**src/sv/stream_pattern_replace_defines.svh**
```systemverilog
// ---------------------------------------------------------------------------
// Stream pattern replace: assertion macros
// Shared assertion shorthands. The enclosing module provides clk and arst_n.
// ---------------------------------------------------------------------------
`ifndef STREAM_PATTERN_REPLACE_DEFINES_SVH
`define STREAM_PATTERN_REPLACE_DEFINES_SVH

// Same-cycle implication, checked outside reset.
`define SPR_ASSERT_NOW(lbl, ante, cons, msg) \
	lbl: assert property (@(posedge clk) disable iff (!arst_n) (ante) |-> (cons)) \
		else $error(msg);

// Next-cycle implication, checked outside reset.
`define SPR_ASSERT_NEXT(lbl, ante, cons, msg) \
	lbl: assert property (@(posedge clk) disable iff (!arst_n) (ante) |=> (cons)) \
		else $error(msg);

`endif

```
**src/sv/spr_pkg.sv**
```systemverilog
// ---------------------------------------------------------------------------
// Stream pattern replace: package
// Shared constants, register indexes and types.
// ---------------------------------------------------------------------------
`timescale 1ns / 1ps

package spr_pkg;

	localparam int MAX_PATTERN_DEF     = 8;
	localparam int MAX_REPLACEMENT_DEF = 8;

	localparam int CFG_IDX_W  = 4;
	localparam int CFG_DATA_W = 64;

	// Configuration register indexes.
	localparam logic [CFG_IDX_W-1:0] REG_PATTERN_BYTES      = 4'd0;
	localparam logic [CFG_IDX_W-1:0] REG_PATTERN_LENGTH     = 4'd1;
	localparam logic [CFG_IDX_W-1:0] REG_REPLACEMENT_BYTES  = 4'd2;
	localparam logic [CFG_IDX_W-1:0] REG_REPLACEMENT_LENGTH = 4'd3;

	// Next-value source of a window cell.
	localparam logic [1:0] SEL_KEEP = 2'd0;
	localparam logic [1:0] SEL_NBR  = 2'd1;
	localparam logic [1:0] SEL_FAR  = 2'd2;

	typedef struct packed {
		logic       en;
		logic [1:0] sel;
	} cell_ctl_t;

	typedef struct packed {
		logic       last;
		logic [7:0] data;
	} emit_entry_t;

endpackage

```
**src/sv/spr_cell.sv**
```systemverilog
// ---------------------------------------------------------------------------
// Stream pattern replace: window cell
// Holds one pending byte, compares it with its pattern byte and loads
// its own, its neighbor's or a far byte on each accepted beat that is not an end beat.
// ---------------------------------------------------------------------------
`timescale 1ns / 1ps

module spr_cell (
	input  logic              clk,
	input  spr_pkg::cell_ctl_t ctl,
	input  logic              ins,
	input  logic [7:0]        in_byte,
	input  logic [7:0]        pat_byte,
	input  logic [7:0]        nbr,
	input  logic [7:0]        far,
	output logic [7:0]        ext,
	output logic              eq,
	output logic [7:0]        q
);

	logic [7:0] byte_q;

	// The cell at the fill position sees the incoming byte.
	assign ext = ins ? in_byte : byte_q;
	assign eq  = (ext == pat_byte);
	assign q   = byte_q;

	always_ff @(posedge clk) begin
		if (ctl.en) begin
			case (ctl.sel)
				spr_pkg::SEL_KEEP: byte_q <= ext;
				spr_pkg::SEL_NBR:  byte_q <= nbr;
				spr_pkg::SEL_FAR:  byte_q <= far;
				default:           byte_q <= ext;
			endcase
		end
	end

endmodule

```
**src/sv/spr_emitter.sv**
```systemverilog
// ---------------------------------------------------------------------------
// Stream pattern replace: output emitter
// Shift line of output entries that drains one beat per cycle while out_ready is high.
// ---------------------------------------------------------------------------
`timescale 1ns / 1ps

module spr_emitter #(
	parameter int NE = spr_pkg::MAX_PATTERN_DEF,
	parameter int EW = $clog2(NE + 1)
) (
	input  logic                           clk,
	input  logic                           arst_n,
	input  logic                           load,
	input  spr_pkg::emit_entry_t [NE-1:0]  load_ent,
	input  logic [EW-1:0]                  load_cnt,
	output logic                           can_load,
	output logic                           out_valid,
	input  logic                           out_ready,
	output spr_pkg::emit_entry_t           out_ent
);

	spr_pkg::emit_entry_t [NE-1:0] ent_q;
	logic [EW-1:0]                 rem_q;

	assign out_valid = (rem_q != '0);
	assign out_ent   = ent_q[0];
	// Free now, or the final beat leaves in this cycle.
	assign can_load  = (rem_q == '0) || ((rem_q == EW'(1)) && out_ready);

	always_ff @(posedge clk or negedge arst_n) begin
		if (!arst_n) begin
			rem_q <= '0;
		end else if (load) begin
			rem_q <= load_cnt;
		end else if (out_valid && out_ready) begin
			rem_q <= rem_q - EW'(1);
		end
	end

	always_ff @(posedge clk) begin
		if (load) begin
			ent_q <= load_ent;
		end else if (out_valid && out_ready) begin
			for (int i = 0; i < NE - 1; i++) begin
				ent_q[i] <= ent_q[i + 1];
			end
		end
	end

endmodule

```
**src/sv/stream_pattern_replace.sv**
```systemverilog
// ---------------------------------------------------------------------------
// Stream pattern replace
// Replaces every leftmost, non-overlapping occurrence of a byte pattern in a
// byte stream with a replacement string, and closes each string with a
// terminator beat.
// ---------------------------------------------------------------------------
//
//  Channel   Dir   Payload                              Accepted when
//  s_*       in    tdata = in_byte, tlast = in_end      s_tvalid && s_tready
//  m_*       out   tdata = out_byte, tlast = out_last   m_tvalid && m_tready
//  cfg_*     in    cfg_index, cfg_data                  cfg_valid && cfg_ready
//
//  A source beat is taken every cycle as long as each beat yields at most one
//  output beat and m_tready stays high. A beat that yields k output beats (a
//  replacement, or a flush plus terminator) holds the output port until all
//  k have left; the emitter shift line drains one beat per cycle while
//  m_tready is high. One descriptor register lets a new source beat enter
//  while earlier output still waits. Reset clears all control state at once,
//  with no clearing pass; cfg_ready is always high.
// ---------------------------------------------------------------------------
`timescale 1ns / 1ps

`include "stream_pattern_replace_defines.svh"

module stream_pattern_replace #(
	parameter int MAX_PATTERN     = spr_pkg::MAX_PATTERN_DEF,
	parameter int MAX_REPLACEMENT = spr_pkg::MAX_REPLACEMENT_DEF
) (
	input  logic                           clk,
	input  logic                           arst_n,
	// Source stream.
	input  logic                           s_tvalid,
	output logic                           s_tready,
	input  logic [7:0]                     s_tdata,   // [7:0] in_byte
	input  logic                           s_tlast,   // in_end
	// Result stream.
	output logic                           m_tvalid,
	input  logic                           m_tready,
	output logic [7:0]                     m_tdata,   // [7:0] out_byte
	output logic                           m_tlast,   // out_last
	// Configuration writes.
	input  logic                           cfg_valid,
	output logic                           cfg_ready,
	input  logic [spr_pkg::CFG_IDX_W-1:0]  cfg_index,
	input  logic [spr_pkg::CFG_DATA_W-1:0] cfg_data
);

	// Window count width holds MAX_PATTERN itself; emitter holds the larger
	// of a flush (window plus terminator) and a replacement.
	localparam int CW = $clog2(MAX_PATTERN + 1);
	localparam int RW = $clog2(MAX_REPLACEMENT + 1);
	localparam int NE = (MAX_PATTERN > MAX_REPLACEMENT) ? MAX_PATTERN : MAX_REPLACEMENT;
	localparam int EW = $clog2(NE + 1);

	// -----------------------------------------------------------------------
	// Configuration registers. Writes are always taken; unknown indexes are
	// dropped.
	// -----------------------------------------------------------------------
	logic [63:0] pattern_bytes_q;
	logic [3:0]  pattern_length_q;
	logic [63:0] replacement_bytes_q;
	logic [3:0]  replacement_length_q;

	assign cfg_ready = 1'b1;

	always_ff @(posedge clk or negedge arst_n) begin
		if (!arst_n) begin
			pattern_bytes_q      <= '0;
			pattern_length_q     <= 4'd1;
			replacement_bytes_q  <= '0;
			replacement_length_q <= '0;
		end else if (cfg_valid && cfg_ready) begin
			case (cfg_index)
				spr_pkg::REG_PATTERN_BYTES:      pattern_bytes_q      <= cfg_data;
				spr_pkg::REG_PATTERN_LENGTH:     pattern_length_q     <= cfg_data[3:0];
				spr_pkg::REG_REPLACEMENT_BYTES:  replacement_bytes_q  <= cfg_data;
				spr_pkg::REG_REPLACEMENT_LENGTH: replacement_length_q <= cfg_data[3:0];
				default: ;
			endcase
		end
	end

	// Effective lengths: a zero pattern length counts as one, and both
	// lengths saturate at the size of their storage.
	logic [CW-1:0] plen;
	logic [RW-1:0] rlen;

	always_comb begin
		if (pattern_length_q == '0) begin
			plen = CW'(1);
		end else if (32'(pattern_length_q) > MAX_PATTERN) begin
			plen = CW'(MAX_PATTERN);
		end else begin
			plen = CW'(pattern_length_q);
		end
		if (32'(replacement_length_q) > MAX_REPLACEMENT) begin
			rlen = RW'(MAX_REPLACEMENT);
		end else begin
			rlen = RW'(replacement_length_q);
		end
	end

	// -----------------------------------------------------------------------
	// Handshake bookkeeping.
	// -----------------------------------------------------------------------
	logic s_accept;
	logic slot_vld_q;
	logic emit_can_load;
	logic emit_take;

	assign emit_take = slot_vld_q && emit_can_load;
	// The descriptor slot is free, or is handed to the emitter in this cycle.
	assign s_tready  = !slot_vld_q || emit_take;
	assign s_accept  = s_tvalid && s_tready;

	// -----------------------------------------------------------------------
	// Window: a row of cells, oldest byte in cell 0. The incoming byte is
	// seen by the cell at the fill position, so the compare covers the
	// window as it stands after the byte is appended.
	// -----------------------------------------------------------------------
	logic [CW-1:0]              count_q;
	logic [CW-1:0]              cnt_p1;
	logic [8*MAX_PATTERN-1:0]   ext_flat;
	logic [8*MAX_PATTERN-1:0]   far_flat;
	logic [7:0]                 win_q   [MAX_PATTERN];
	logic [MAX_PATTERN-1:0]     mv;
	logic                       decide;
	logic                       match;
	spr_pkg::cell_ctl_t         cell_ctl;

	assign cnt_p1 = count_q + CW'(1);
	assign decide = (cnt_p1 >= plen);
	assign match  = decide && (&mv);

	// After a match the rest of the window moves down by the pattern length.
	assign far_flat = ext_flat >> {plen, 3'b000};

	for (genvar i = 0; i < MAX_PATTERN; i++) begin : g_cell
		logic [7:0] pat_b;
		logic [7:0] nbr_b;
		logic       eq;

		if (i < 8) begin : g_pat
			assign pat_b = pattern_bytes_q[8*i +: 8];
		end else begin : g_pat_zero
			assign pat_b = '0;
		end

		if (i < MAX_PATTERN - 1) begin : g_nbr
			assign nbr_b = ext_flat[8*(i+1) +: 8];
		end else begin : g_nbr_end
			assign nbr_b = '0;
		end

		// Positions past the pattern length do not take part in the match.
		assign mv[i] = eq || (CW'(i) >= plen);

		spr_cell u_cell (
			.clk      (clk),
			.ctl      (cell_ctl),
			.ins      (count_q == CW'(i)),
			.in_byte  (s_tdata),
			.pat_byte (pat_b),
			.nbr      (nbr_b),
			.far      (far_flat[8*i +: 8]),
			.ext      (ext_flat[8*i +: 8]),
			.eq       (eq),
			.q        (win_q[i])
		);
	end

	always_comb begin
		cell_ctl.en = s_accept && !s_tlast;
		if (!decide) begin
			cell_ctl.sel = spr_pkg::SEL_KEEP;
		end else if (match) begin
			cell_ctl.sel = spr_pkg::SEL_FAR;
		end else begin
			cell_ctl.sel = spr_pkg::SEL_NBR;
		end
	end

	always_ff @(posedge clk or negedge arst_n) begin
		if (!arst_n) begin
			count_q <= '0;
		end else if (s_accept) begin
			if (s_tlast) begin
				count_q <= '0;
			end else if (!decide) begin
				count_q <= cnt_p1;
			end else if (match) begin
				count_q <= cnt_p1 - plen;
			end else begin
				count_q <= count_q;
			end
		end
	end

	// -----------------------------------------------------------------------
	// Output descriptor for the beat being accepted: nothing, the oldest
	// byte, the replacement string, or a flush of the window followed by
	// the terminator.
	// -----------------------------------------------------------------------
	spr_pkg::emit_entry_t [NE-1:0] desc_ent;
	logic [EW-1:0]                 desc_cnt;
	spr_pkg::emit_entry_t [NE-1:0] slot_ent_q;
	logic [EW-1:0]                 slot_cnt_q;
	logic [7:0]                    repl_b [NE];

	for (genvar i = 0; i < NE; i++) begin : g_repl
		if (i < 8) begin : g_byte
			assign repl_b[i] = replacement_bytes_q[8*i +: 8];
		end else begin : g_zero
			assign repl_b[i] = '0;
		end
	end

	always_comb begin
		desc_ent = '0;
		desc_cnt = '0;
		if (s_tlast) begin
			for (int i = 0; i < NE; i++) begin
				if (i < MAX_PATTERN && i < int'(count_q)) begin
					desc_ent[i].data = win_q[i < MAX_PATTERN ? i : 0];
				end else if (i == int'(count_q)) begin
					desc_ent[i].last = 1'b1;
				end
			end
			desc_cnt = EW'(count_q) + EW'(1);
		end else if (match) begin
			for (int i = 0; i < NE; i++) begin
				if (i < MAX_REPLACEMENT) begin
					desc_ent[i].data = repl_b[i];
				end
			end
			desc_cnt = EW'(rlen);
		end else if (decide) begin
			desc_ent[0].data = ext_flat[7:0];
			desc_cnt         = EW'(1);
		end
	end

	always_ff @(posedge clk or negedge arst_n) begin
		if (!arst_n) begin
			slot_vld_q <= 1'b0;
		end else if (s_accept && (desc_cnt != '0)) begin
			slot_vld_q <= 1'b1;
		end else if (emit_take) begin
			slot_vld_q <= 1'b0;
		end
	end

	always_ff @(posedge clk) begin
		if (s_accept) begin
			slot_ent_q <= desc_ent;
			slot_cnt_q <= desc_cnt;
		end
	end

	// -----------------------------------------------------------------------
	// Emitter.
	// -----------------------------------------------------------------------
	spr_pkg::emit_entry_t out_ent;

	spr_emitter #(
		.NE (NE),
		.EW (EW)
	) u_emitter (
		.clk       (clk),
		.arst_n    (arst_n),
		.load      (emit_take),
		.load_ent  (slot_ent_q),
		.load_cnt  (slot_cnt_q),
		.can_load  (emit_can_load),
		.out_valid (m_tvalid),
		.out_ready (m_tready),
		.out_ent   (out_ent)
	);

	assign m_tdata = out_ent.data;
	assign m_tlast = out_ent.last;

	// -----------------------------------------------------------------------
	// Assertions.
	// -----------------------------------------------------------------------
	// The window never fills up completely between beats.
	`SPR_ASSERT_NOW(a_window_bound, 1'b1, 32'(count_q) < MAX_PATTERN, "window count overflow")
	// An end beat always leaves a descriptor behind.
	`SPR_ASSERT_NEXT(a_end_desc, s_accept && s_tlast, slot_vld_q && (count_q == '0),
		"end beat lost its flush")
	// A source byte grows the window by at most one.
	`SPR_ASSERT_NEXT(a_window_grow, s_accept && !s_tlast,
		32'(count_q) <= 32'($past(count_q)) + 1, "window grew by more than one")
	// The terminator carries a zero byte.
	`SPR_ASSERT_NOW(a_term_zero, m_tvalid && m_tlast, m_tdata == '0, "terminator byte not zero")

endmodule

```
**config.mk**
```make
export PLATFORM = sky130hd
export DESIGN_NAME = stream_pattern_replace
export DESIGN_NICKNAME = d
export VERILOG_FILES = /design/src/sv/spr_pkg.sv /design/src/sv/spr_cell.sv /design/src/sv/spr_emitter.sv /design/src/sv/stream_pattern_replace.sv
export VERILOG_INCLUDE_DIRS = /design/src /design/src/sv
export SDC_FILE = /design/constraint.sdc
export NUM_CORES = 1
export LEC_CHECK = 0
export BUFFER_PORTS_ARGS = -buffer_cell sky130_fd_sc_hd__buf_2
export CAP_MARGIN = 15
export CORE_MARGIN = 3
export CORE_UTILIZATION = 62
export CTS_BUF_LIST = sky130_fd_sc_hd__clkbuf_4 sky130_fd_sc_hd__clkbuf_8 sky130_fd_sc_hd__clkbuf_16
export DETAILED_ROUTE_END_ITERATION = 6
export PLACE_DENSITY = 0.79
export SKIP_CTS_REPAIR_TIMING = 1
export SYNTH_ARGS = -nofsm -noshare
export SYNTH_HDL_FRONTEND = slang
export SYNTH_HIERARCHICAL = 1
export SYNTH_SLANG_ARGS = --single-unit
```
**constraint.sdc**
```tcl
create_clock -name clk -period 5.66 [get_ports clk]
set_clock_uncertainty 0.15 [all_clocks]
set_input_delay 0 -clock clk [delete_from_list [all_inputs] [get_ports clk]]
set_output_delay 0 -clock clk [all_outputs]
set_load 0.02 [all_outputs]
```
# After elaboration in Yosys (flattened, before gate mapping)
# Index checks and enable logic that the tools add are counted.
[totals]
input_bits = 82
regBits = 357
[classes]
n_mux = 66
add_sub_neg = 3
shift = 1
bitwise_logic = 1
reduce_logical = 42
magnitude_cmp = 19
n_eq_ne = 29
[ops]
columns = ["cell", "n"]
rows = [
  ["$mux 8", 33],
  ["$pmux 8 s2", 8],
  ["$mux 63", 2],
  ["$eq 8x8->1", 8],
  ["$shr 64x7->64", 1],
  ["$mux 4", 10],
  ["$logic_not 4->1", 5],
  ["$eq 4x2->1 const B", 4],
  ["$eq 4x3->1 const B", 4],
  ["$eq 4x4->1 const A", 4],
  ["$ge 3x4->1 const A", 4],
  ["$lt 3x4->1 const A", 4],
  ["$reduce_or 2->1", 8],
  ["$eq 4x1->1 const B", 3],
  ["$mux 1", 11],
  ["$logic_or 1x1->1", 10],
  ["$reduce_and 2->1", 5],
  ["$eq 3x4->1 const A", 2],
  ["$ge 1x4->1 const A", 2],
  ["$ge 2x4->1 const A", 2],
  ["$gt 4x4->1 const B", 2],
  ["$lt 1x4->1 const A", 2],
  ["$lt 2x4->1 const A", 2],
  ["$reduce_and 8->1", 1],
  ["other kinds (14)", 24],
]

# Logic depth before layout (Yosys ltp)
# Gate-level depths: netlist of run 1.
[logic_depth]
depth_word = 12
depth_mapped = 20
mapped_depth_nobuf = 17

# Hierarchy
# The synthesis of run 1 kept the hierarchy.
[by_module_without_submodules]
columns = ["module", "area_per_inst_um2", "cells_each", "instances"]
rows = [
  ["stream_pattern_replace", 10502.6, 836, 1],
  ["spr_cell", 639.4, 59, 8],
  ["spr_emitter", 3268.1, 183, 1],
]

# Worst setup path before layout of run 1
# OpenSTA, ideal clock, no wires.
[synth_path]
kind = "register -> register"
startpoint = "reg u_emitter.rem_q[0]"
endpoint = "reg count_q[3]"
setup_ns = 0.067
path_stages_with_launch = 11
setup_slack_ns = 0.722
arrival_time_ns = 4.721
required_time_ns = 5.443
path_cell_list = "dfrtp_1 inv_1 ha_1 a21oi_1 nor3_1 nand2b_1 nand2_1 nor2_1 o21ai_0 a31oi_1 a32o_1"
[synth_via]
elab_chain_len = 7
[synth_rtl]
columns = ["element", "line", "text"]
rows = [
  ["start, declared", "spr_emitter.sv:23", "logic [EW-1:0] rem_q;"],
  ["start signal, assigned", "spr_emitter.sv:34", "rem_q <= load_cnt;"],
  ["start signal, assigned", "spr_emitter.sv:36", "rem_q <= rem_q - EW'(1);"],
  ["$eq 4x1->1", "spr_emitter.sv:28", "assign can_load = (rem_q == '0) || ((rem_q == EW'(1)) && out_ready);"],
  ["$logic_and 1x1->1", "spr_emitter.sv:28", ""],
  ["$logic_or 1x1->1 (*)", "spr_emitter.sv:28", ""],
  ["via emit_can_load", "stream_pattern_replace.sv:108", "logic emit_can_load;"],
  ["$logic_and 1x1->1 (*)", "stream_pattern_replace.sv:111", "assign emit_take = slot_vld_q && emit_can_load;"],
  ["$logic_or 1x1->1 (*)", "stream_pattern_replace.sv:113", "assign s_tready = !slot_vld_q || emit_take;"],
  ["via s_tready", "stream_pattern_replace.sv:33", "output logic s_tready,"],
  ["$logic_and 1x1->1 (*)", "stream_pattern_replace.sv:114", "assign s_accept = s_tvalid && s_tready;"],
  ["$reduce_and 2->1 (no source line) (*)", "-", ""],
  ["end signal, assigned", "stream_pattern_replace.sv:190", "count_q <= cnt_p1;"],
  ["end signal, assigned", "stream_pattern_replace.sv:192", "count_q <= cnt_p1 - plen;"],
  ["end signal, assigned", "stream_pattern_replace.sv:194", "count_q <= count_q;"],
  ["end, declared", "stream_pattern_replace.sv:121", "logic [CW-1:0] count_q;"],
]
# The timed path passes the listed nets; every way through them passes the cells marked *.
# A chain may end at the register's enable or synchronous reset.

==> results by stage, run 1 <==
STA:
- The worst-case headroom to the max-slew limit is 20.2%.
- The final period utilization is 91.7%.
- After layout, the minimum clock period comes to 5.19 ns.
- The upper clock frequency limit is 193 MHz.
- Once routing completed, OpenROAD measured the worst setup slack at 0.468 ns.
- The slew at the pin closest to its max-slew limit is 1.19 ns.
- The setup TNS is 0 ns.
- Setup repair after global routing left no endpoint under its margin.
- The total of endpoints with negative setup slack in the final report is 0.
- The count of final hold-check violations was 0.
- The final-report max-slew violation count was 0.

Floorplanning:
- The die area is 32600 sq um.
- The total area inside the core boundary comes to 29800 sq um.
- The starting density of the core is 63.4%.
- The I/O pin count is 94.
- The initialized floorplan defines 63 standard-cell rows.
- The overall die width is 181 um.
- The die outline height is 181 um.

Critical path:
- The type of origin of the critical path is a register.
- Along the worst path, the maximum fanout reaches 10.
- STA classifies the critical path endpoint as a register.
- The type of the setup path with the least slack is register to register.
- Data arrives at the worst endpoint at 5.29 ns.
- For the worst setup path, the data required time is 5.76 ns.
- Counting cells, the worst reg-to-reg path comes to 18.

Drt:
- The number of design-rule violations left by the first detailed-router iteration is 1816.
- Wires add up to 55400 um.
- The via count is 13300.
- The first-pass detailed-route iteration total is 5.
- Dividing the detail-routed via count by the number of cells gives 6.46.
- For this run, design rule violations remaining after detail routing come to 0.
- In the final routed layout, each cell accounts on average for 26.9 um.
- The final antenna-violating net count is 0.

Clock tree:
- Clock latency on the worst-skew pair, taken at its later pin, is 0.53 ns.
- The clock passes through at most 3 buffers.
- The number of H-tree levels is 2.
- Clock tree synthesis found a total of 357 sinks.
- The CTS buffer count is 37.
- The clock edge transition at the registers on the reported setup and hold paths is 0.06 ns.
- The buffer cell driving the clock tree root is sky130_fd_sc_hd__clkbuf_16.
- TritonCTS built the clock tree.

GRT:
- The first-pass GRT wire length is 80800 um.
- The number of antenna violations at the first check in global routing is 1.
- Entering global routing, the biggest net connects 69 pins.
- Across every metal layer, demand over resource in global routing totals 32.5%.
- Summed over all layers, the global routing overflow is 0.
- The number of global-route vias before repair is 12700.

Job:
- Max-cap violations in this run came to 0.

Synth:
- Counting flops with an async set or reset pin after synthesis yields a share of 40.6%.
- The proportion of synthesized chip area in sequential cells is 52.9%.
- Counting flops and latches in the post-synthesis netlist gives 357.
- Dividing the synthesized area by the synthesized cell count gives 12.7 sq um.
- In the post-synthesis netlist, the biggest area contributors are sky130_fd_sc_hd__edfxtp_1 34%, sky130_fd_sc_hd__dfrtp_1 19%, sky130_fd_sc_hd__mux2_2 12%.
- The number of synthesized flops with an enable pin is 212.
- The post-synthesis cell area is 18900 sq um.
- The most used flip-flop cell after synthesis is sky130_fd_sc_hd__edfxtp_1.
- The share of synthesized area in the top cell type comes to 33.7%.
- Synthesis instantiated 67 different standard cells from the library.
- The synthesized design spends more area on one cell type than any other, namely sky130_fd_sc_hd__edfxtp_1.
- The synthesized netlist cell count is 1491.
- The total of warnings raised by yosys is 6.

Min path:
- The class of the tightest hold or removal check is primary input to asynchronous set/reset pin.

Layout:
- 0 antenna diodes ended up in the layout.
- The number of standard cells in the layout, taps in and fillers out is 2061.
- The area overhead of the layout relative to synthesis is 14.4%.
- Cells with a size suffix above 1 make up 28.7% of the layout.
- After the last flow step, the layout net total stands at 1751.
- After filler insertion, the fill cell instance count of the layout stands at 2014.

Place:
- Routability-driven placement finished with a final weighted congestion of 0.998.
- The quantity of I/O buffers inserted on ports is 92.
- Including well taps, the total number of placed cells is 1914.
- Detailed placement ended at an HPWL of 38200 um.
- At the placement stage, the worst setup path has a slack of 0.674 ns.

Power and ir drop:
- Summed over all cells, the static leakage comes to 0.00860 uW.
- IR analysis of the VDD net gives a maximum drop of 0.329 mV.
- The design draws 12200 uW.
- Dividing total power by cell area gives a power density of 564 nW/um^2.

Status:
- The flow ran to the end, and the final reports show no timing, DRC or antenna violations.
[critical path, stage by stage (launching register included)]
cell and delay [ns]:
sky130_fd_sc_hd__dfrtp_1 0.47, sky130_fd_sc_hd__inv_1 0.26, sky130_fd_sc_hd__ha_1 0.21, sky130_fd_sc_hd__and3b_1 0.65, sky130_fd_sc_hd__mux2_4 0.39, sky130_fd_sc_hd__xnor2_1 0.15, sky130_fd_sc_hd__nand4_1 0.12, sky130_fd_sc_hd__nor2_1 0.26
sky130_fd_sc_hd__nor2b_1 0.16, sky130_fd_sc_hd__o21ai_0 0.07, sky130_fd_sc_hd__a31oi_1 0.23, sky130_fd_sc_hd__nand2_2 0.10, sky130_fd_sc_hd__nor2_1 0.35, sky130_fd_sc_hd__buf_4 0.28, sky130_fd_sc_hd__buf_4 0.20, sky130_fd_sc_hd__inv_1 0.05
sky130_fd_sc_hd__ha_1 0.29, sky130_fd_sc_hd__a22oi_1 0.36, sky130_fd_sc_hd__o21ai_0 0.13
[layout make-up]
| cell class | instances | area, sq um | share of cell area, % |
|---|---|---|---|
| Clock buffer | 60 | 1160 | 5.37 |
| Clock inverter | 8 | 92.6 | 0.429 |
| Inverter | 31 | 116 | 0.539 |
| Multi-Input combinational cell | 1020 | 8300 | 38.4 |
| Sequential cell | 357 | 10000 | 46.3 |
| Tap cell | 390 | 488 | 2.26 |
| Timing Repair Buffer | 195 | 1450 | 6.71 |
[power breakdown]
group          internal (uW)  switching [uW]
Clock                   1460            1010
Combinational           2080            3120
Sequential              4020             491
Total                   7560            4620
[cell usage in the layout (no fill, tap or decap), types with 3 or more instances in the layout]
master	netlist	layout
sky130_fd_sc_hd__conb_1	2	17
sky130_fd_sc_hd__dlygate4sd3_1	0	79
sky130_fd_sc_hd__mux2_4	64	64
sky130_fd_sc_hd__a22o_1	58	58
sky130_fd_sc_hd__clkinv_2	0	3
sky130_fd_sc_hd__edfxtp_1	212	212
sky130_fd_sc_hd__nor2b_1	13	13
sky130_fd_sc_hd__nand2_1	146	145
sky130_fd_sc_hd__mux2i_1	51	51
sky130_fd_sc_hd__a22oi_1	64	64
sky130_fd_sc_hd__ha_1	26	26
sky130_fd_sc_hd__and2_1	17	16
sky130_fd_sc_hd__nor3_1	5	5
sky130_fd_sc_hd__xnor2_2	8	8
sky130_fd_sc_hd__o211ai_1	8	8
sky130_fd_sc_hd__o21ai_0	99	99
sky130_fd_sc_hd__a32o_1	12	12
sky130_fd_sc_hd__a211oi_1	10	10
sky130_fd_sc_hd__and3_1	4	4
sky130_fd_sc_hd__nand4_1	17	17
sky130_fd_sc_hd__mux2_2	203	203
sky130_fd_sc_hd__clkbuf_4	0	15
sky130_fd_sc_hd__o32ai_1	10	10
sky130_fd_sc_hd__a21oi_1	18	18
sky130_fd_sc_hd__clkbuf_16	0	38
sky130_fd_sc_hd__clkbuf_8	0	7
sky130_fd_sc_hd__nor2_1	54	53
sky130_fd_sc_hd__inv_1	30	29
sky130_fd_sc_hd__and2_0	7	7
sky130_fd_sc_hd__xnor2_1	58	58
sky130_fd_sc_hd__buf_4	16	23
sky130_fd_sc_hd__dfrtp_1	144	144
sky130_fd_sc_hd__nand3_1	6	6
sky130_fd_sc_hd__buf_2	17	91
[flip-flops by register name, indices dropped and copies added, names as in the netlist]
signal	flops
slot_ent_q	72
count_q	4
slot_cnt_q	4
slot_vld_q	1
g_cell.u_cell/q	64
u_emitter/rem_q	4
pattern_length_q	4
replacement_bytes_q	64
pattern_bytes_q	64
replacement_length_q	4
u_emitter/out_ent	9
u_emitter/ent_q	63
[worst paths after layout]
check	from	end	slack [ns]
hold reg to reg	slot_ent_q[70]	u_emitter/ent_q[70]	0.27
hold / removal	arst_n	replacement_bytes_q[32]	0.03
min in group clk	cfg_data[6]	pattern_bytes_q[6]	0.10
setup / recovery	count_q[0]	g_cell[3].u_cell/q[7]	0.47
setup reg to reg	count_q[0]	g_cell[3].u_cell/q[7]	0.47
max in group asynchronous	arst_n	pattern_bytes_q[39]	4.12
[per-stage QoR]
stage / hold slack, ns / area, sq um / util (%)
after floorplan: -0.446 / 18900 / -
after global placement: -0.289 / 19600 / 65.7
after detailed placement: -0.285 / 19600 / 65.7
after CTS: -0.837 / 20800 / 69.9
after global routing: 0.0989 / 21600 / 72.5
final: 0.0339 / 21600 / 72.5
[per-layer routing]
metal	vias up	wire length, um	track usage (%)
met5	-	0	0
met4	0	1880	10.0
met3	100	5320	7.25
met2	710	25200	48.8
met1	6676	23100	47.9
li1	5828	-	-
[logic make-up after synthesis]
group | count (synthesis) | synth area share [%]
xor gates and xnor gates | 67 | 3.43
buffers and inverters | 129 | 3.63
muxes | 319 | 20.0
other | 2 | 0.0398
and+or+nand+nor | 291 | 7.15
AOI/OAI and AO/OA | 299 | 11.0
DFF | 357 | 52.9
adders and majority gates | 27 | 1.83
[cell usage after synthesis, types with 3 or more instances]
cell                       instances
sky130_fd_sc_hd__mux2i_1          51
sky130_fd_sc_hd__buf_1            18
sky130_fd_sc_hd__edfxtp_1        212
sky130_fd_sc_hd__and2_0            7
sky130_fd_sc_hd__xnor2_2           8
sky130_fd_sc_hd__nor2b_1          13
sky130_fd_sc_hd__dfrtp_1         144
sky130_fd_sc_hd__and2_1           17
sky130_fd_sc_hd__buf_6            16
sky130_fd_sc_hd__mux2_4           64
sky130_fd_sc_hd__and3_1            4
sky130_fd_sc_hd__mux2_2          203
sky130_fd_sc_hd__clkbuf_1         31
sky130_fd_sc_hd__buf_4            16
sky130_fd_sc_hd__a211oi_1         10
sky130_fd_sc_hd__a22o_1           58
sky130_fd_sc_hd__buf_2            17
sky130_fd_sc_hd__a22oi_1          64
sky130_fd_sc_hd__a32o_1           12
sky130_fd_sc_hd__o21ai_0          99
sky130_fd_sc_hd__o211ai_1          8
sky130_fd_sc_hd__nand2_1         146
sky130_fd_sc_hd__nor3_1            5
sky130_fd_sc_hd__nand4_1          17
sky130_fd_sc_hd__a21oi_1          18
sky130_fd_sc_hd__nand3_1           6
sky130_fd_sc_hd__a21o_1            3
sky130_fd_sc_hd__xnor2_1          58
sky130_fd_sc_hd__nor3b_1           3
sky130_fd_sc_hd__o32ai_1          10
sky130_fd_sc_hd__inv_1            30
sky130_fd_sc_hd__ha_1             26
sky130_fd_sc_hd__nor2_1           54
No activity file was read; power rests on OpenSTA's default activity.
==> run 2, diff against run 1 <==
--- a/config.mk
+++ b/config.mk
@@ -8,11 +8,13 @@
 export LEC_CHECK = 0
 export BUFFER_PORTS_ARGS = -buffer_cell sky130_fd_sc_hd__buf_2
 export CAP_MARGIN = 15
+export CELL_PAD_IN_SITES_DETAIL_PLACEMENT = 0
+export CELL_PAD_IN_SITES_GLOBAL_PLACEMENT = 1
 export CORE_MARGIN = 3
-export CORE_UTILIZATION = 62
-export CTS_BUF_LIST = sky130_fd_sc_hd__clkbuf_4 sky130_fd_sc_hd__clkbuf_8 sky130_fd_sc_hd__clkbuf_16
+export CORE_UTILIZATION = 53
+export CTS_BUF_LIST = sky130_fd_sc_hd__clkbuf_8
 export DETAILED_ROUTE_END_ITERATION = 6
-export PLACE_DENSITY = 0.79
+export PLACE_DENSITY = 0.82
 export SKIP_CTS_REPAIR_TIMING = 1
 export SYNTH_ARGS = -nofsm -noshare
 export SYNTH_HDL_FRONTEND = slang
==> results by stage, run 2 (synthesis results as in run 1) <==
Floorplanning:
- The starting density of the core was 54.3% (-9.1 points).
- The number of placement rows is 68 (+7.9%).
- The overall die width came to 195 um (+7.9%).
- The area of the core region is 34800 sq um (+17%).
- The die outline height was 195 um (+7.9%).
- The I/O pin count was 94 (unchanged).
- The die area is 37900 sq um (+16%).

Layout:
- The flip-flop count of the largest register after layout was 72 (unchanged).
- In the layout the commonest cells are 212 x sky130_fd_sc_hd__edfxtp_1, 203 x sky130_fd_sc_hd__mux2_2, 145 x sky130_fd_sc_hd__nand2_1, 144 x sky130_fd_sc_hd__dfrtp_1, 99 x sky130_fd_sc_hd__o21ai_0.
- More flip-flops sit in one register than any other, and that register is slot_ent_q.
- The share of final-layout standard cells stronger than drive strength 1 was 28.0% (-0.70 points).
- Leaving out fill and tap cells, the most frequent cell in the layout is sky130_fd_sc_hd__edfxtp_1.
- The area overhead of the layout relative to synthesis is 15.0%.
- The net total in the final layout was 1788 (+2.1%).
- The final instance area is 21700 sq um (+0.56%).

STA:
- The upper clock frequency limit was 191 MHz (-1.1%).
- The setup TNS is 0 ns (unchanged).
- The worst-case headroom to the max-slew limit is 23.9% (+3.7 points).
- The total of endpoints with negative setup slack in the final report is 0 (unchanged).
- The count of final hold-check violations is 4 (+4).
- The post-route worst hold slack is -0.00679 ns (-0.0406 ns).
- The slew at the pin closest to its max-slew limit is 1.13 ns (-0.0618 ns).
- The final-report max-slew violation count came to 0 (unchanged).
- Setup repair after global routing left no endpoint under its margin.
- The final period utilization is 92.7% (+0.98 points).
- The shortest period the worst path allows was 5.25 ns (+0.0557 ns).

Power and ir drop:
- The ratio of total power to cell area is 543 nW/um^2 (-3.8%).
- The net switching component of the power is 4610 uW (-0.21%).
- The clock group share of total power is 17.8% (-2.5 points).
- The cell internal power dissipation was 7180 uW (-5.1%).
- The peak supply drop is 0.433 mV (+32%).
- The fraction of power consumed by sequential logic was 38.1% (+1.1 points).
- The combinational share of power is 44.1% (+1.4 points).
- The leakage power was 0.00872 uW (+1.4%).
- The switching part of the total is 39.1% (+1.2 points).

Clock tree:
- The CTS buffer count came to 57 (+54%).
- The buffer cell driving the clock tree root is sky130_fd_sc_hd__clkbuf_8.
- The insertion delay to the later sink of the worst-skew pair is 0.65 ns (+0.12 ns).
- The number of H-tree levels is 2 (unchanged).
- The clock net sink count is 357 (unchanged).
- The number of buffers on the longest clock path is 3 (unchanged).
- TritonCTS built the clock tree.
- The clock edge transition at the registers on the reported setup and hold paths is 0.06 ns (about the same).

Place:
- The quantity of I/O buffers inserted on ports was 92 (unchanged).
- The HPWL after detailed placement is 37800 um (-1.0%).
- The area of placed instances was 19600 sq um (+0.34%).
- The final estimated routing congestion in global placement is 0.971 (-2.8%).

Critical path:
- The most critical setup path has its startpoint at count_q[0].
- The data required time of the critical path is 5.85 ns (+0.09 ns).
- The worst setup path is captured at a register.
- The type of the setup path with the least slack is register to register.
- The cell depth of the worst flop-to-flop path is 16 (-2).
- The capturing instance or port of the critical path is g_cell[3].u_cell/q[5].
- The flop-to-flop setup slack is 0.41 ns (-0.06 ns).
- In this run the critical register-to-register path is launched from count_q[0].
- STA classifies the critical path startpoint as a register.
- The arrival time of the worst setup path is 5.44 ns (+0.15 ns).
- The worst register-to-register path ends at g_cell[3].u_cell/q[5].
- The highest net fanout along the worst path is 16 (+6).

Drt:
- The wire length per cell after detailed routing is 25.4 um (-5.6%).
- The number of remaining DRC errors was 0 (unchanged).
- The number of design-rule violations left by the first detailed-router iteration came to 1531 (-16%).
- The first-pass detailed-route iteration total is 6 (+1).
- The via count came to 13300 (-0.44%).
- The via-per-instance ratio is 6.07 (-6.1%).
- The detailed-route wire length is 55400 um (about the same).
- The final antenna-violating net count is 0 (unchanged).

GRT:
- The pin count of the biggest net entering global routing came to 92 (+33%).
- The number of antenna violations at the first check in global routing is 0 (-1).
- The total global routing overflow is 0 (unchanged).
- The all-layer global routing usage is 28.0% (-4.5 points).
- The number of global-route vias before repair is 12700 (-0.17%).
- The first-pass GRT wire length was 80500 um (-0.35%).

Status:
- The flow ran to the end, but the final reports show violations.
- The checks that failed: hold timing.

Job:
- The total of max-cap violations is 0 (unchanged).

Min path:
- The source of the worst hold timing path is cfg_data[50].
- The min-delay analysis places its worst path in the category primary input to register.
-- run 2: cell count changes in the layout (fill, tap and decap cells not counted), sizes merged, moves of 2 or more --
cell and change:
inv +33, diode +2, clkinv -2, clkbuf +8, dlygate4sd3 +18
-- run 2: power groups by stage --
stage / sequential, uW / clock, uW / combinational, uW
floorplan: 4310 / 0 / 3770
finish: 4490 / 2100 / 5210
CTS: 4480 / 2150 / 5030
detailed placement: 4520 / 0 / 4990
global placement: 4500 / 0 / 4930
global route: 4560 / 2270 / 5590
-- run 2: area by class of cell --
type                            count  area (sq um)
Clock inverter                     39           158
Multi-Input combinational cell   1020          8300
Sequential cell                   357         10000
Clock buffer                       68           936
Antenna cell                        2          5.00
Fill cell                        2686         13100
Tap cell                          455           569
Inverter                           31           116
Timing Repair Buffer              212          1640
-- run 2: worst min path at each step --
stage / cells after the start / slack [ns] / endpoint
after floorplan: 0 / -0.45 / count_q[0]
after global placement: 1 / -0.04 / pattern_bytes_q[59]
after detailed placement: 1 / -0.03 / replacement_bytes_q[58]
after CTS: 1 / -0.75 / pattern_bytes_q[57]
after global routing: 3 / 0.0004 / replacement_bytes_q[48]
final: 3 / -0.007 / pattern_bytes_q[50]
-- run 2: worst max-delay path, cell delays in order (launching register included) --
cell and delay (ns):
sky130_fd_sc_hd__dfrtp_1 0.47, sky130_fd_sc_hd__inv_1 0.25, sky130_fd_sc_hd__ha_1 0.20, sky130_fd_sc_hd__and3b_1 0.64, sky130_fd_sc_hd__mux2_4 0.39, sky130_fd_sc_hd__xnor2_1 0.16
sky130_fd_sc_hd__nand4_1 0.13, sky130_fd_sc_hd__nor2_1 0.36, sky130_fd_sc_hd__nor2b_1 0.18, sky130_fd_sc_hd__o21ai_0 0.08, sky130_fd_sc_hd__a31oi_1 0.21, sky130_fd_sc_hd__nand2_2 0.21
sky130_fd_sc_hd__nand2_1 0.15, sky130_fd_sc_hd__inv_1 0.37, sky130_fd_sc_hd__ha_1 0.50, sky130_fd_sc_hd__a22oi_1 0.33, sky130_fd_sc_hd__o21ai_0 0.15
-- run 2: metrics by stage --
step / util, % / setup slack (ns) / power [uW] / cells / hold slack, ns
6_report: 62.4 / 0.412 / 11800 / 2184 / -0.00679
5_1_grt: 62.4 / 0.0849 / 12400 / 2182 / 0.000405
4_1_cts: 59.5 / 0.480 / 11700 / 2084 / -0.748
3_5_place_dp: 56.4 / 0.508 / 9520 / 1977 / -0.0278
3_3_place_gp: 56.4 / 0.590 / 9430 / 1977 / -0.0365
2_1_floorplan: - / 0.722 / 8070 / 1506 / -0.446
-- run 2: layer usage --
metal	track usage (%)	vias to the layer above	wire length, um
met2	42.0	602	25100
met5	0	-	0
met1	40.5	6595	23600
met4	10.9	0	2230
met3	5.56	137	4570
li1	-	5921	-
==> run 3, diff against run 2 <==
--- a/config.mk
+++ b/config.mk
@@ -6,12 +6,13 @@
 export SDC_FILE = /design/constraint.sdc
 export NUM_CORES = 1
 export LEC_CHECK = 0
+export ABC_AREA = 1
 export BUFFER_PORTS_ARGS = -buffer_cell sky130_fd_sc_hd__buf_2
 export CAP_MARGIN = 15
 export CELL_PAD_IN_SITES_DETAIL_PLACEMENT = 0
 export CELL_PAD_IN_SITES_GLOBAL_PLACEMENT = 1
 export CORE_MARGIN = 3
-export CORE_UTILIZATION = 53
+export CORE_UTILIZATION = 49
 export CTS_BUF_LIST = sky130_fd_sc_hd__clkbuf_8
 export DETAILED_ROUTE_END_ITERATION = 6
 export PLACE_DENSITY = 0.82
==> results by stage, run 3 <==
Power and ir drop:
- The switching part of the total came to 45.8% (+6.7 points).
- The net switching component of the power was 6070 uW (+32%).
- The peak supply drop is 0.420 mV (-2.9%).
- The combinational share of power is 48.4% (+4.3 points).
- The cell internal power dissipation is 7170 uW (about the same).
- The post-layout total power is 13200 uW (+12%).
- The fraction of power consumed by sequential logic is 34.5% (-3.6 points).
- The ratio of total power to cell area is 581 nW/um^2 (+7.1%).
- The leakage power is 0.0108 uW (+24%).
- The clock group share of total power was 17.1% (-0.7 points).

Critical path:
- The origin of the critical flop-to-flop path is count_q[3].
- The category of the worst setup path capture point is a register.
- The stage delay of the slowest cell on the critical path was 0.67 ns (+0.03 ns).
- Traced cell by cell, the critical path runs through nor2_1 -> inv_1 -> nor2_1 -> buf_4 -> nand2_2 -> nand2_1 -> nand2_1 -> nand2_1 -> nor2_1 -> nand2_1 -> nor2_1 -> or2_0 -> nand2_1 -> nor2_4 -> nand2_4 -> nand2_1 -> inv_1 -> inv_1 -> ha_1 -> a21oi_1 -> a32oi_1.
- The highest net fanout along the worst path was 19 (+3).
- On the critical path, the stage with the largest delay is an instance of sky130_fd_sc_hd__inv_1.
- By startpoint and endpoint, the worst setup path is classified as register to register.
- The data required time of the critical path is 5.88 ns (+0.03 ns).
- The timing startpoint of the critical path is count_q[3].
- The most numerous cell type found on the critical path is sky130_fd_sc_hd__nand2_1.
- The arrival time of the worst setup path came to 5.19 ns (-0.25 ns).
- The flop-to-flop setup slack was 0.68 ns (+0.27 ns).
- The worst setup path is launched from a register.

Synth:
- The most common cell in the synthesized netlist is sky130_fd_sc_hd__nand2_1.
- The most used flip-flop cell after synthesis is sky130_fd_sc_hd__edfxtp_1.
- The synthesized area divided by synthesized cell count is 8.15 sq um (-36%).
- The largest family of logic cells by synthesized area is simple AND/OR/NAND/NOR gates.
- The synthesized netlist cell count came to 2468 (+66%).
- The register bit total from synthesis is 357 (unchanged).
- By area the synthesized netlist is led by sky130_fd_sc_hd__edfxtp_1 32%, sky130_fd_sc_hd__dfrtp_1 18%, sky130_fd_sc_hd__nand2_1 16%.
- The fraction of synthesized area in multiplexers came to 0.149% (-20 points).
- The proportion of synthesized chip area in sequential cells is 49.7% (-3.2 points).
- The post-synthesis cell area came to 20100 sq um (+6.5%).
- The simple-gate share of the synthesized area is 25.4% (+18 points).
- The number of synthesized flops with an enable pin was 212 (unchanged).
- The area fraction in compound gates after synthesis is 13.9% (+2.8 points).
- The share of flip-flops with an asynchronous set or reset after synthesis is 40.6% (unchanged).
- The number of distinct library cell variants in the gate-level netlist after synthesis is 48 (-28%).
- The adder-cell area share of the yosys netlist came to 1.72% (-0.11 points).
- The largest total area in the synthesized netlist belongs to sky130_fd_sc_hd__edfxtp_1.
- The xor and xnor area share after synthesis came to 0.174% (-3.3 points).
- The fraction of synthesized cell area taken by the top area cell type is 31.6% (-2.1 points).
- In the synthesized netlist, the cells that appear most often are 884 x sky130_fd_sc_hd__nand2_1, 257 x sky130_fd_sc_hd__inv_1, 221 x sky130_fd_sc_hd__o21ai_0, 212 x sky130_fd_sc_hd__edfxtp_1, 144 x sky130_fd_sc_hd__dfrtp_1.
- The total of warnings raised by yosys was 6 (unchanged).

Place:
- The quantity of I/O buffers inserted on ports was 92 (unchanged).
- The final estimated routing congestion in global placement came to 0.987 (+1.6%).
- The HPWL after detailed placement is 46000 um (+22%).

STA:
- The total of endpoints with negative setup slack in the final report is 0 (unchanged).
- The slew at the pin closest to its max-slew limit came to 1.08 ns (-0.0502 ns).
- The final-report max-slew violation count is 0 (unchanged).
- The worst-case headroom to the max-slew limit came to 27.8% (+3.9 points).
- Setup repair after global routing left no endpoint under its margin.
- The shortest period the worst path allows was 4.98 ns (-0.271 ns).
- The count of final hold-check violations is 10 (+6).
- The upper clock frequency limit is 201 MHz (+5.5%).
- The post-route worst hold slack is -0.0225 ns (-0.0157 ns).
- The final period utilization is 87.9% (-4.8 points).
- The setup TNS came to 0 ns (unchanged).

Status:
- The flow ran to the end, but the final reports show violations.
- The final reports fail on hold timing.

Clock tree:
- The CTS buffer count was 60 (+5.3%).
- The number of buffers on the longest clock path is 3 (unchanged).
- The clock net sink count came to 357 (unchanged).
- The insertion delay to the later sink of the worst-skew pair came to 0.66 ns (about the same).
- The buffer cell driving the clock tree root is sky130_fd_sc_hd__clkbuf_8.
- The number of H-tree levels was 2 (unchanged).
- The clock tree from TritonCTS is done.
- The clock edge transition at the registers on the reported setup and hold paths came to 0.06 ns (about the same).

Layout:
- The share of final-layout standard cells stronger than drive strength 1 came to 11.7% (-16 points).
- The filler cell count in the final layout is 3817 (+42%).
- The top cell types in the final layout, fill and taps aside, are 884 x sky130_fd_sc_hd__nand2_1, 278 x sky130_fd_sc_hd__inv_1, 221 x sky130_fd_sc_hd__o21ai_0, 212 x sky130_fd_sc_hd__edfxtp_1, 144 x sky130_fd_sc_hd__dfrtp_1.
- Leaving out fill and tap cells, the most frequent cell in the layout is sky130_fd_sc_hd__nand2_1.
- Counting flops per register, the top entry is slot_ent_q.
- The area overhead of the layout relative to synthesis is 13.3%.
- The area of all sequential standard cells is 10000 sq um (unchanged).
- The antenna cell count was 0 (-2).
- The flip-flop count of the largest register after layout is 72 (unchanged).
- The net total in the final layout is 2719 (+52%).
- The area occupied by multi-input gates is 8420 sq um (+1.4%).

Floorplanning:
- The die outline height is 209 um (+7.1%).
- The I/O pin count is 94 (unchanged).
- The starting density of the core came to 50.1% (-4.2 points).
- The number of placement rows is 73 (+7.4%).
- The die area is 43500 sq um (+15%).
- The area of the core region came to 40200 sq um (+15%).
- The overall die width is 209 um (+7.1%).

Drt:
- The detailed-route wire length is 65700 um (+18%).
- The via count is 17700 (+34%).
- The number of remaining DRC errors is 0 (unchanged).
- The wire length per cell after detailed routing is 20.6 um (-19%).
- The final antenna-violating net count is 0 (unchanged).
- The number of design-rule violations left by the first detailed-router iteration is 1769 (+16%).
- The first-pass detailed-route iteration total is 6 (unchanged).
- The via-per-instance ratio came to 5.56 (-8.4%).

GRT:
- The number of global-route vias before repair is 16500 (+30%).
- The met2 demand-to-capacity share in global routing is 47.2% (+5.2 points).
- The number of antenna violations at the first check in global routing is 0 (unchanged).
- The all-layer global routing usage is 29.4% (+1.3 points).
- The first-pass GRT wire length is 98600 um (+22%).
- The met1 routing resource usage after global routing is 40.2% (-0.27 points).
- The total global routing overflow is 0 (unchanged).
- After global routing, the most crowded layer is met2.
- The met3 routing resource usage after global routing is 4.46% (-1.1 points).
- The pin count of the biggest net entering global routing is 79 (-14%).

Min path:
- The tightest min-delay check is of the primary input to register type.
- In this run the most critical hold path is launched from cfg_index[1].

Job:
- The total of max-cap violations is 0 (unchanged).
[run 3: path summary, 6_finish.rpt]
| check | endpoint | cells after the start |
|---|---|---|
| worst max-delay path | g_cell[3].u_cell/q[1] | 21 |
| worst min-delay path | pattern_bytes_q[63] | 5 |
| worst max register to register | g_cell[3].u_cell/q[1] | 21 |
| worst min register to register | u_emitter/ent_q[67] | 0 |
| max in group asynchronous | pattern_bytes_q[22] | 4 |
| min in group asynchronous | pattern_length_q[0] | 3 |
[run 3: worst max-delay path: cells and delay by family, from the launching register on]
kind / cells / cell delay [ns]
AND/OR/NAND/NOR: 14 / 1.83
flip-flops: 1 / 0.55
adder cells (fa/ha/maj): 1 / 0.56
AO/OA/AOI/OAI: 2 / 0.33
buffers and inverters: 4 / 1.25
[run 3: through the flow]
step | worst slack, ns | cell area [sq um] | util (%) | instances
after CTS | 0.736 | 21900 | 54.6 | 3103
after floorplan | 1.12 | 20200 | - | 2483
after global routing | 0.428 | 22800 | 56.7 | 3187
final | 0.684 | 22800 | 56.7 | 3187
after global placement | 0.964 | 20800 | 51.7 | 2989
after detailed placement | 0.770 | 20800 | 51.7 | 2989
[run 3: area by class of cell]
class / count / area share [%]
Sequential cell: 357 / 43.9
Multi-Input combinational cell: 1718 / 36.9
Timing Repair Buffer: 200 / 6.66
Inverter: 273 / 4.51
Clock buffer: 67 / 4.05
Tap cell: 525 / 2.88
Clock inverter: 47 / 1.12
[run 3: power groups by stage]
| stage | sequential (uW) | clock (uW) | combinational (uW) |
|---|---|---|---|
| 4_1_cts | 4560 | 2330 | 6240 |
| 5_1_grt | 4650 | 2440 | 7050 |
| 6_report | 4570 | 2270 | 6410 |
| 2_1_floorplan | 4420 | 0 | 4500 |
| 3_3_place_gp | 4600 | 0 | 6090 |
| 3_5_place_dp | 4610 | 0 | 6220 |
[run 3: logic make-up after synthesis]
logic type / after synthesis
mux: 3
xor+xnor: 4
other cells: 2
fa+ha+maj: 27
compound gates: 457
flops: 357
simple gates: 1210
buf+inv: 408
[run 3: routing by layer]
layer  share of wire (%)  vias to the layer above
met3                 6.8                      150
met2                  46                      701
li1                    -                     8440
met4                 4.3                        0
met5                   0                        -
met1                  43                     8420
